$ cat config.mk
export PLATFORM = sky130hd
export DESIGN_NAME = bba_ctrl
export DESIGN_NICKNAME = d
export VERILOG_FILES = /design/src/hw/rtl/bba_pkg.sv /design/src/hw/rtl/bba_ctrl.sv
export SDC_FILE = /design/constraint.sdc
export NUM_CORES = 1
export LEC_CHECK = 0
export BUFFER_PORTS_ARGS = -buffer_cell sky130_fd_sc_hd__buf_2
export CAP_MARGIN = 20
export CELL_PAD_IN_SITES_DETAIL_PLACEMENT = 0
export CELL_PAD_IN_SITES_GLOBAL_PLACEMENT = 1
export CORE_AREA = 2 2 39 41
export CTS_CLUSTER_SIZE = 10
export DETAILED_ROUTE_END_ITERATION = 16
export DIE_AREA = 0 0 41 43
export GPL_TIMING_DRIVEN = 1
export PLACE_DENSITY = 0.8
export SLEW_MARGIN = 20
export SYNTH_ARGS = -nofsm -noshare
export SYNTH_HDL_FRONTEND = slang
export SYNTH_SLANG_ARGS = --single-unit
$ cat constraint.sdc
create_clock -name clock -period 2.72 [get_ports clock]
set_input_delay 0.408 -clock clock [delete_from_list [all_inputs] [get_ports clock]]
set_output_delay 0.408 -clock clock [all_outputs]
set_load 0.01 [all_outputs]
$ cat src/hw/rtl/bba_pkg.sv
// Shared types and codes for the block bitmap allocator.
// Holds op, status and register index codes plus the controller/datapath structs.
package bba_pkg;

   localparam int OP_W      = 3;
   localparam int BLK_W     = 16;
   localparam int CFG_W     = 17;
   localparam int STAT_W    = 2;
   localparam int FC_W      = 17;
   localparam int CSR_IDX_W = 1;

   localparam logic [OP_W-1:0] OP_ALLOC = 3'd0;
   localparam logic [OP_W-1:0] OP_FREE  = 3'd1;
   localparam logic [OP_W-1:0] OP_MARK  = 3'd2;
   localparam logic [OP_W-1:0] OP_TEST  = 3'd3;
   localparam logic [OP_W-1:0] OP_INIT  = 3'd4;

   localparam logic [STAT_W-1:0] ST_OK      = 2'd0;
   localparam logic [STAT_W-1:0] ST_NOFREE  = 2'd1;
   localparam logic [STAT_W-1:0] ST_RANGE   = 2'd2;
   localparam logic [STAT_W-1:0] ST_DBLFREE = 2'd3;

   localparam logic [CSR_IDX_W-1:0] CSR_TOTAL = 1'd0;
   localparam logic [CSR_IDX_W-1:0] CSR_RESV  = 1'd1;

   localparam logic [CFG_W-1:0] TOTAL_RST = 17'd65536;
   localparam logic [CFG_W-1:0] RESV_RST  = 17'd0;

   typedef struct packed {
      logic accept;
      logic clear;
      logic scan;
      logic alloc_hit;
      logic alloc_fail;
      logic walk;
      logic bitop;
   } cmd_type;

   typedef struct packed {
      logic in_range;
      logic clr_last;
      logic issue_ok;
      logic chk_vld;
      logic chk_hit;
      logic chk_miss;
      logic walk_hit;
   } status_type;

endpackage

$ cat src/hw/rtl/bba_ctrl.sv
// Controller of the block bitmap allocator: sequences clear, scan and bit ops.
// Depends on bba_pkg; commands bba_dpath through cmd_type.
module bba_ctrl (
   input  logic                     clock,
   input  logic                     reset,
   input  logic                     req_valid,
   output logic                     req_ready,
   input  logic [bba_pkg::OP_W-1:0] req_op,
   output logic                     rsp_valid,
   input  logic                     rsp_ready,
   output bba_pkg::cmd_type         cmd,
   input  bba_pkg::status_type      stat
);

   localparam logic [2:0] S_RCLR  = 3'd0;
   localparam logic [2:0] S_IDLE  = 3'd1;
   localparam logic [2:0] S_SCAN  = 3'd2;
   localparam logic [2:0] S_WALK  = 3'd3;
   localparam logic [2:0] S_BITOP = 3'd4;
   localparam logic [2:0] S_ICLR  = 3'd5;
   localparam logic [2:0] S_RESP  = 3'd6;

   logic [2:0] state_ff, state_in;

   assign req_ready = (state_ff == S_IDLE);
   assign rsp_valid = (state_ff == S_RESP);

   always_comb begin
      state_in = state_ff;
      cmd      = '0;
      case (state_ff)
         S_RCLR: begin
            cmd.clear = 1'b1;
            if (stat.clr_last) begin
               state_in = S_IDLE;
            end
         end
         S_IDLE: begin
            if (req_valid) begin
               cmd.accept = 1'b1;
               case (req_op)
                  bba_pkg::OP_ALLOC: state_in = S_SCAN;
                  bba_pkg::OP_FREE, bba_pkg::OP_MARK, bba_pkg::OP_TEST: begin
                     state_in = stat.in_range ? S_WALK : S_RESP;
                  end
                  bba_pkg::OP_INIT:  state_in = S_ICLR;
                  default:           state_in = S_RESP;
               endcase
            end
         end
         S_SCAN: begin
            if (stat.chk_hit) begin
               cmd.alloc_hit = 1'b1;
               state_in      = S_RESP;
            end else if (stat.chk_miss || (!stat.chk_vld && !stat.issue_ok)) begin
               cmd.alloc_fail = 1'b1;
               state_in       = S_RESP;
            end else begin
               cmd.scan = 1'b1;
            end
         end
         S_WALK: begin
            cmd.walk = 1'b1;
            if (stat.walk_hit) begin
               state_in = S_BITOP;
            end
         end
         S_BITOP: begin
            cmd.bitop = 1'b1;
            state_in  = S_RESP;
         end
         S_ICLR: begin
            cmd.clear = 1'b1;
            if (stat.clr_last) begin
               state_in = S_RESP;
            end
         end
         S_RESP: begin
            if (rsp_ready) begin
               state_in = S_IDLE;
            end
         end
         default: begin
            state_in = S_IDLE;
         end
      endcase
   end

   always_ff @(posedge clock) begin
      if (reset) begin
         state_ff <= S_RCLR;
      end else begin
         state_ff <= state_in;
      end
   end

endmodule

Word-level counts from Yosys, hierarchy flattened
Cells that the tools add are included.

storage, ports and cells
  word-level logic and storage cells = 47
  output and inout port bits = 9
  flip-flop bits (word level) = 3
  input port bits = 14

cells by class
  equal/unequal tests = 16
  reduce and logical (&&, ||, !) cells = 9
  multiplexer cells = 21

operator list
  operator            count
  $mux 3              9
  $pmux 3 s7          1
  $eq 3x2->1 const B  4
  $eq 3x3->1 const B  4
  $mux 1              10
  $pmux 3 s3          1
  $ne 2x2->1 const B  4
  $eq 3x1->1 const B  2
  $logic_not 3->1     2
  $reduce_and 6->1    1
  $ne 3x3->1 const B  1
  $reduce_or 3->1     1
  $logic_not 1->1     2
  $ne 2x1->1 const B  1
  $reduce_or 2->1     1
  $logic_and 1x1->1   1
  $logic_or 1x1->1    1

Longest topological paths before layout
Gate-level depths: netlist of run 1.

  depth in word-level cells = 6
  mapped depth = 5
  mapped depth without buffers = 4

Worst setup path after synthesis of run 1
Ideal clock, no wire load.

  path type = register to output
  start = reg state_ff[2]
  end = out cmd[4] (netlist name)
  setup slack = 1174 ps
  path buffers = 1
  cell stages (with the launch flop) = 5
  data arrival time = 1138 ps
  path through = dfxtp_1 buf_6 nand2b_4 or4_4 inv_1

RTL lines
  element                   RTL line        RTL
  start: declaration        bba_ctrl.sv:23  logic [2:0] state_ff, state_in;
  start signal: assignment  bba_ctrl.sv:93  state_ff <= state_in;
  end: declaration          bba_ctrl.sv:11  output bba_pkg::cmd_type cmd,

==> impl_metrics.toml, run 1 <==
[floorplan]
start_util_pct = 25.6
die_h_um = 43
num_rows = 14
io_pins = 23
fp.coreArea_sq_um = 1380
die_x_um = 41
dieArea_sq_um = 1760

[sta]
fmax_mhz = 506
hold_viol_final = 0
whs_ns = 0.383
tightest_slew_ns = 0.478
setup_viol = 0
max_slew_margin_pct = 68.1
drv_slew = 0
rsz0062_at_grt = "false"
period_minus_slack_ns = 1.98
clock_skew_ns = 0.000935
setup_ws_ns = 0.745
tns_ns = 0
period_share_pct = 72.6

[layout]
fillCellCount = 145
regMostFlops = "state_ff"
final_net_count = 82
seq_area_sq_um = 60.1
reg_top3 = "state_ff x3"
syn2layout_area_growth_pct = 38.9
drive_gt1_share_pct = 47.8
largest_reg_flops = 3
multi_input_area_sq_um = 268
diodes = 0

[yosys]
synth_area_per_cell_sq_um = 8.05
synth.net_count = 58
synthesis.area_sq_um = 354
synth_top_flop_cell = "dfxtp_1"
synthAdderAreaFrac_pct = 0
synth.mux.area_fraction_pct = 0
yosysWarningCount = 0
synth_common_cells = "nor2_1 (4), dfxtp_1 (3), nor3b_1 (3)"
synth-edff-count = 0
ys_seq_area_share_pct = 17.0
syn_inst = 44
yosysTopAreaCell = "dfxtp_1"
synth_compound_gate_area_share_pct = 32.9
synth_cell_types = 31
synth_top_family_by_area = "simple AND/OR/NAND/NOR gates"
synthSimpleGateAreaFrac_pct = 40.3
synth_top_area_share_pct = 17.0
synth_seq_cells = 3
ys_async_sr_fraction_pct = 0
synth_most_common_cell = "nor2_1"
synth_xor_area_share_pct = 2.47
synth_area_leaders = "dfxtp_1 (17%), nor3b_1 (6.4%), a221oi_2 (4.2%), a311oi_2 (4.2%), nor2_1 (4.2%)"

[critical_path]
crit_fanout = 13
worstSetupStartpointType = "register"
max_stage_delay_ns = 0.56
worstPathArrival_ns = 1.57
path_cells = "nand2b_4 > or4_4 > inv_1 > buf_2"
cp-endpoint = "cmd[4]"
reg2reg_depth = 4
worst_r2r_endpoint = "state_ff[2]$_SDFFE_PP0P_"
worst_ep_required_time_ns = 2.31
critPathKind = "register to primary output"
crit-reg2reg-launch = "state_ff[1]$_SDFFE_PP0P_"
critical_path.startpoint = "state_ff[1]$_SDFFE_PP0P_"
crit_path_top_delay_cell = "dfxtp_1"
ff2ff_setup_slack_ns = 1.06
cp-end-kind = "primary output"

[drt]
vias = 400
vias_per_cell = 4.82
antenna_left = 0
drt_pass1_iterations = 4
wl_per_cell_um = 10.0
drtIter0Drc = 10
drc = 0
wirelength_um = 830

[global_route]
grt_first_pass_wirelength_um = 1330
grt_pass1_vias = 332
grtUsageTotal_pct = 10.9
grt_max_degree = 16
overflow = 0
antenna_found_initial = 0

[clock_tree]
clk_latency_ns = 0.23
clk_path_buf_depth = 2
cts_resized = 0
h-tree-depth = 1
postCtsSetupRepairBufs = 0
cts_tree = "done"
clock-sinks = 3
numCtsBuffers = 3
clk_pin_slew_ns = 0.04
hold_buffers = 0
root_buffer = "clkbuf_4"

[placed_design]
place_hpwl_um = 649
pre_cts_slack_ns = 0.986
io_buffers = 22
gp_congestion = 0.726

[pwr]
max-vdd-ir-drop_mv = 0.315
powerDensity_nw_per_um2 = 904
p_leak_nw = 0.238
p_total_w = 0.000445

[status]
status = "complete, no violations"

[flow_run]
cap_violations = 0

[worst_hold_path]
hp-class = "input pin to register"
## cell usage in the layout, fill, tap and decap left out, drive strengths merged, types with 2 or more instances in the layout
master / count
dfxtp: 3
a21oi: 2
nand2b: 3
o21ai: 2
buf: 22
nor2: 4
nor3b: 3
and2: 3
clkbuf: 4
inv: 2
## critical path: cells and delay by family (launching register included)
kind                   cells  cell delay [ns]
DFF                        1             0.56
buffers and inverters      2             0.18
and+or+nand+nor            2             0.60
## cells by family after synthesis
logic type,Yosys count
and+or+nand+nor,21
AOI/OAI and AO/OA,14
buffers and inverters,5
DFF,3
xor gates and xnor gates,1
## cell type report
cell class / instances / share of cell area, %
multi-input cells: 36 / 54.5
repair buffers: 22 / 22.4
flip-flops and latches: 3 / 12.2
clock buffers: 4 / 5.34
well taps: 16 / 4.07
inverters: 2 / 1.53
## worst min-delay path by stage
stage               start                  endpoint  slack, ns  cells past startpoint
floorplan           reset  state_ff[2]$_SDFFE_PP0P_       0.47                      1
global placement    reset  state_ff[2]$_SDFFE_PP0P_       0.63                      2
detailed placement  reset  state_ff[2]$_SDFFE_PP0P_       0.62                      2
CTS                 reset  state_ff[2]$_SDFFE_PP0P_       0.38                      2
global route        reset  state_ff[2]$_SDFFE_PP0P_       0.39                      2
finish              reset  state_ff[2]$_SDFFE_PP0P_       0.38                      2
## routing by layer
layer / vias up / track usage, % / share of wire, %
met4: 0 / 6.00 / 2.0
met2: 16 / 16.6 / 47
met3: 2 / 1.57 / 6.5
met1: 170 / 14.1 / 45
met5: - / 0 / 0
li1: 212 / - / -
## power breakdown
group,switching (W),internal [W]
registers,0.0000563,0.0000631
logic,0.000117,0.000130
clock network,0.0000230,0.0000550
## metrics by stage
| stage | instances | utilization, % | area, sq um |
|---|---|---|---|
| global route | 83 | 35.5 | 492 |
| floorplan | 44 | - | 354 |
| finish | 83 | 35.5 | 492 |
| detailed placement | 79 | 33.6 | 465 |
| global placement | 79 | 33.6 | 465 |
| CTS | 83 | 35.5 | 492 |
Note: power is estimated with default switching activity, not from simulation.
==> run 2, diff against run 1 <==
Settings changed: CORE_AREA 2 2 39 41 to not set, CORE_MARGIN set to 2, CORE_UTILIZATION set to 23, DIE_AREA 0 0 41 43 to not set, PLACE_DENSITY 0.8 to 0.74.
Clock period 2.72 ns to 1.7 ns, I/O delays scaled along.
==> run 2 against run 1 <==
Compared with the run above:
- combinational power up 100%
- sequential power up 8%
- setup slack worse by 0.66 ns
- final area up 4.6%
- cell count up 3.6%
- die area up 6.0%
- clock-buffer cell count unchanged
- routed wire length up 5.2%
- clock skew about the same
- largest cell class unchanged
- non-clock buffer count up 3
==> impl_metrics.toml, run 2 (synthesis gave the netlist of run 1 again) <==
[layout]
mostFrequentLayoutCells = "buf_2 (22), nor2_1 (4)"
reg_top3 = "state_ff x3"
fillCellCount = 174
utilization_pct = 34.9
fin_area_sq_um = 514
stdcell_count = 86
syn2layout_area_growth_pct = 45.2
layout_commonest_cell = "buf_2"
largest_reg_flops = 3
final_net_count = 85
drive_gt1_share_pct = 50.0
diodes = 0
regMostFlops = "state_ff"

[drt]
antenna_left = 0
vias = 400
wl_per_cell_um = 10.2
drtIter0Drc = 3
wirelength_um = 873
vias_per_cell = 4.65
drc = 0
drt_pass1_iterations = 4

[sta]
drv_slew = 0
period_minus_slack_ns = 1.62
whs_ns = 0.249
fmax_mhz = 617
period_share_pct = 95.3
hold_viol_final = 0
max_slew_margin_pct = 76.7
setup_viol = 0
tns_ns = 0
clock_skew_ns = 0.000825
tightest_slew_ns = 0.345
rsz0062_at_grt = "false"

[global_route]
grt_max_degree = 13
grt_first_pass_wirelength_um = 1470
grtUsageTotal_pct = 10.0
overflow = 0
grt_pass1_vias = 362
antenna_found_initial = 0

[critical_path]
worst_ep_required_time_ns = 1.44
crit-reg2reg-launch = "state_ff[2]$_SDFFE_PP0P_"
critPathKind = "register to primary output"
worstSetupStartpointType = "register"
cp-end-kind = "primary output"
worstPathArrival_ns = 1.36
critical_path.startpoint = "state_ff[2]$_SDFFE_PP0P_"
crit_fanout = 4

[clock_tree]
cts_resized = 0
cts_tree = "done"
h-tree-depth = 1
clock-sinks = 3
hold_buffers = 0
clk_path_buf_depth = 2
clk_latency_ns = 0.23
root_buffer = "clkbuf_4"
numCtsBuffers = 3
postCtsSetupRepairBufs = 0
clk_pin_slew_ns = 0.03

[status]
status = "complete, no violations"

[placed_design]
gp_congestion = 0.673
place_hpwl_um = 705
placed_cell_area_sq_um = 488
io_buffers = 22
placed_cells = 82

[floorplan]
fp.coreArea_sq_um = 1470
die_x_um = 43.2
num_rows = 14
io_pins = 23
die_h_um = 43.2
dieArea_sq_um = 1870
start_util_pct = 24.1

[flow_run]
cap_violations = 0

[worst_hold_path]
min-delay-start = "reset"
hp-class = "input pin to register"

[pwr]
max-vdd-ir-drop_mv = 0.418
powerDensity_nw_per_um2 = 1460
p_leak_nw = 0.254
[run 2: area by class of cell]
class                      count  area (sq um)  share of cell area [%]
multi-input combinational     36           268                    52.1
timing repair buffer          25           133                    25.8
sequential                     3          60.1                    11.7
clock buffer                   4          26.3                    5.11
tap                           16          20.0                    3.89
inverter                       2          7.51                    1.46
[run 2: path summary, 6_finish.rpt]
path	end	slack, ns	cells after the start
worst max-delay path	cmd[4]	0.08	4
worst min-delay path	state_ff[2]$_SDFFE_PP0P_	0.25	2
worst max register to register	state_ff[2]$_SDFFE_PP0P_	0.26	4
worst min register to register	state_ff[2]$_SDFFE_PP0P_	0.67	3
[run 2: layer usage]
metal / track usage (%) / wire (um) / up-vias
li1: - / - / 219
met1: 13.8 / 410 / 169
met2: 15.8 / 427 / 12
met3: 1.28 / 36 / 0
met4: 3.64 / 0 / 0
met5: 0 / 0 / -
[run 2: worst max-delay path, stage by stage (launching register included)]
cell and delay (ns):
dfxtp_1 0.30, nand2b_4 0.14, or4_4 0.50, inv_1 0.07, buf_2 0.12
[run 2: metrics by stage]
step	worst slack [ns]	power, W
3_3_place_gp	0.268	0.000633
2_1_floorplan	0.189	0.000498
3_5_place_dp	0.257	0.000633
5_1_grt	0.0440	0.000822
4_1_cts	0.0623	0.000758
6_report	0.0804	0.000748
[run 2: where the power goes]
| group | internal [W] | leakage (nW) | switching [W] | total (W) |
|---|---|---|---|---|
| registers | 0.000101 | 0.0248 | 0.0000283 | 0.000129 |
| logic | 0.000244 | 0.214 | 0.000255 | 0.000499 |
| clock network | 0.0000876 | 0.0150 | 0.0000322 | 0.000120 |
| total | 0.000433 | 0.254 | 0.000315 | 0.000748 |
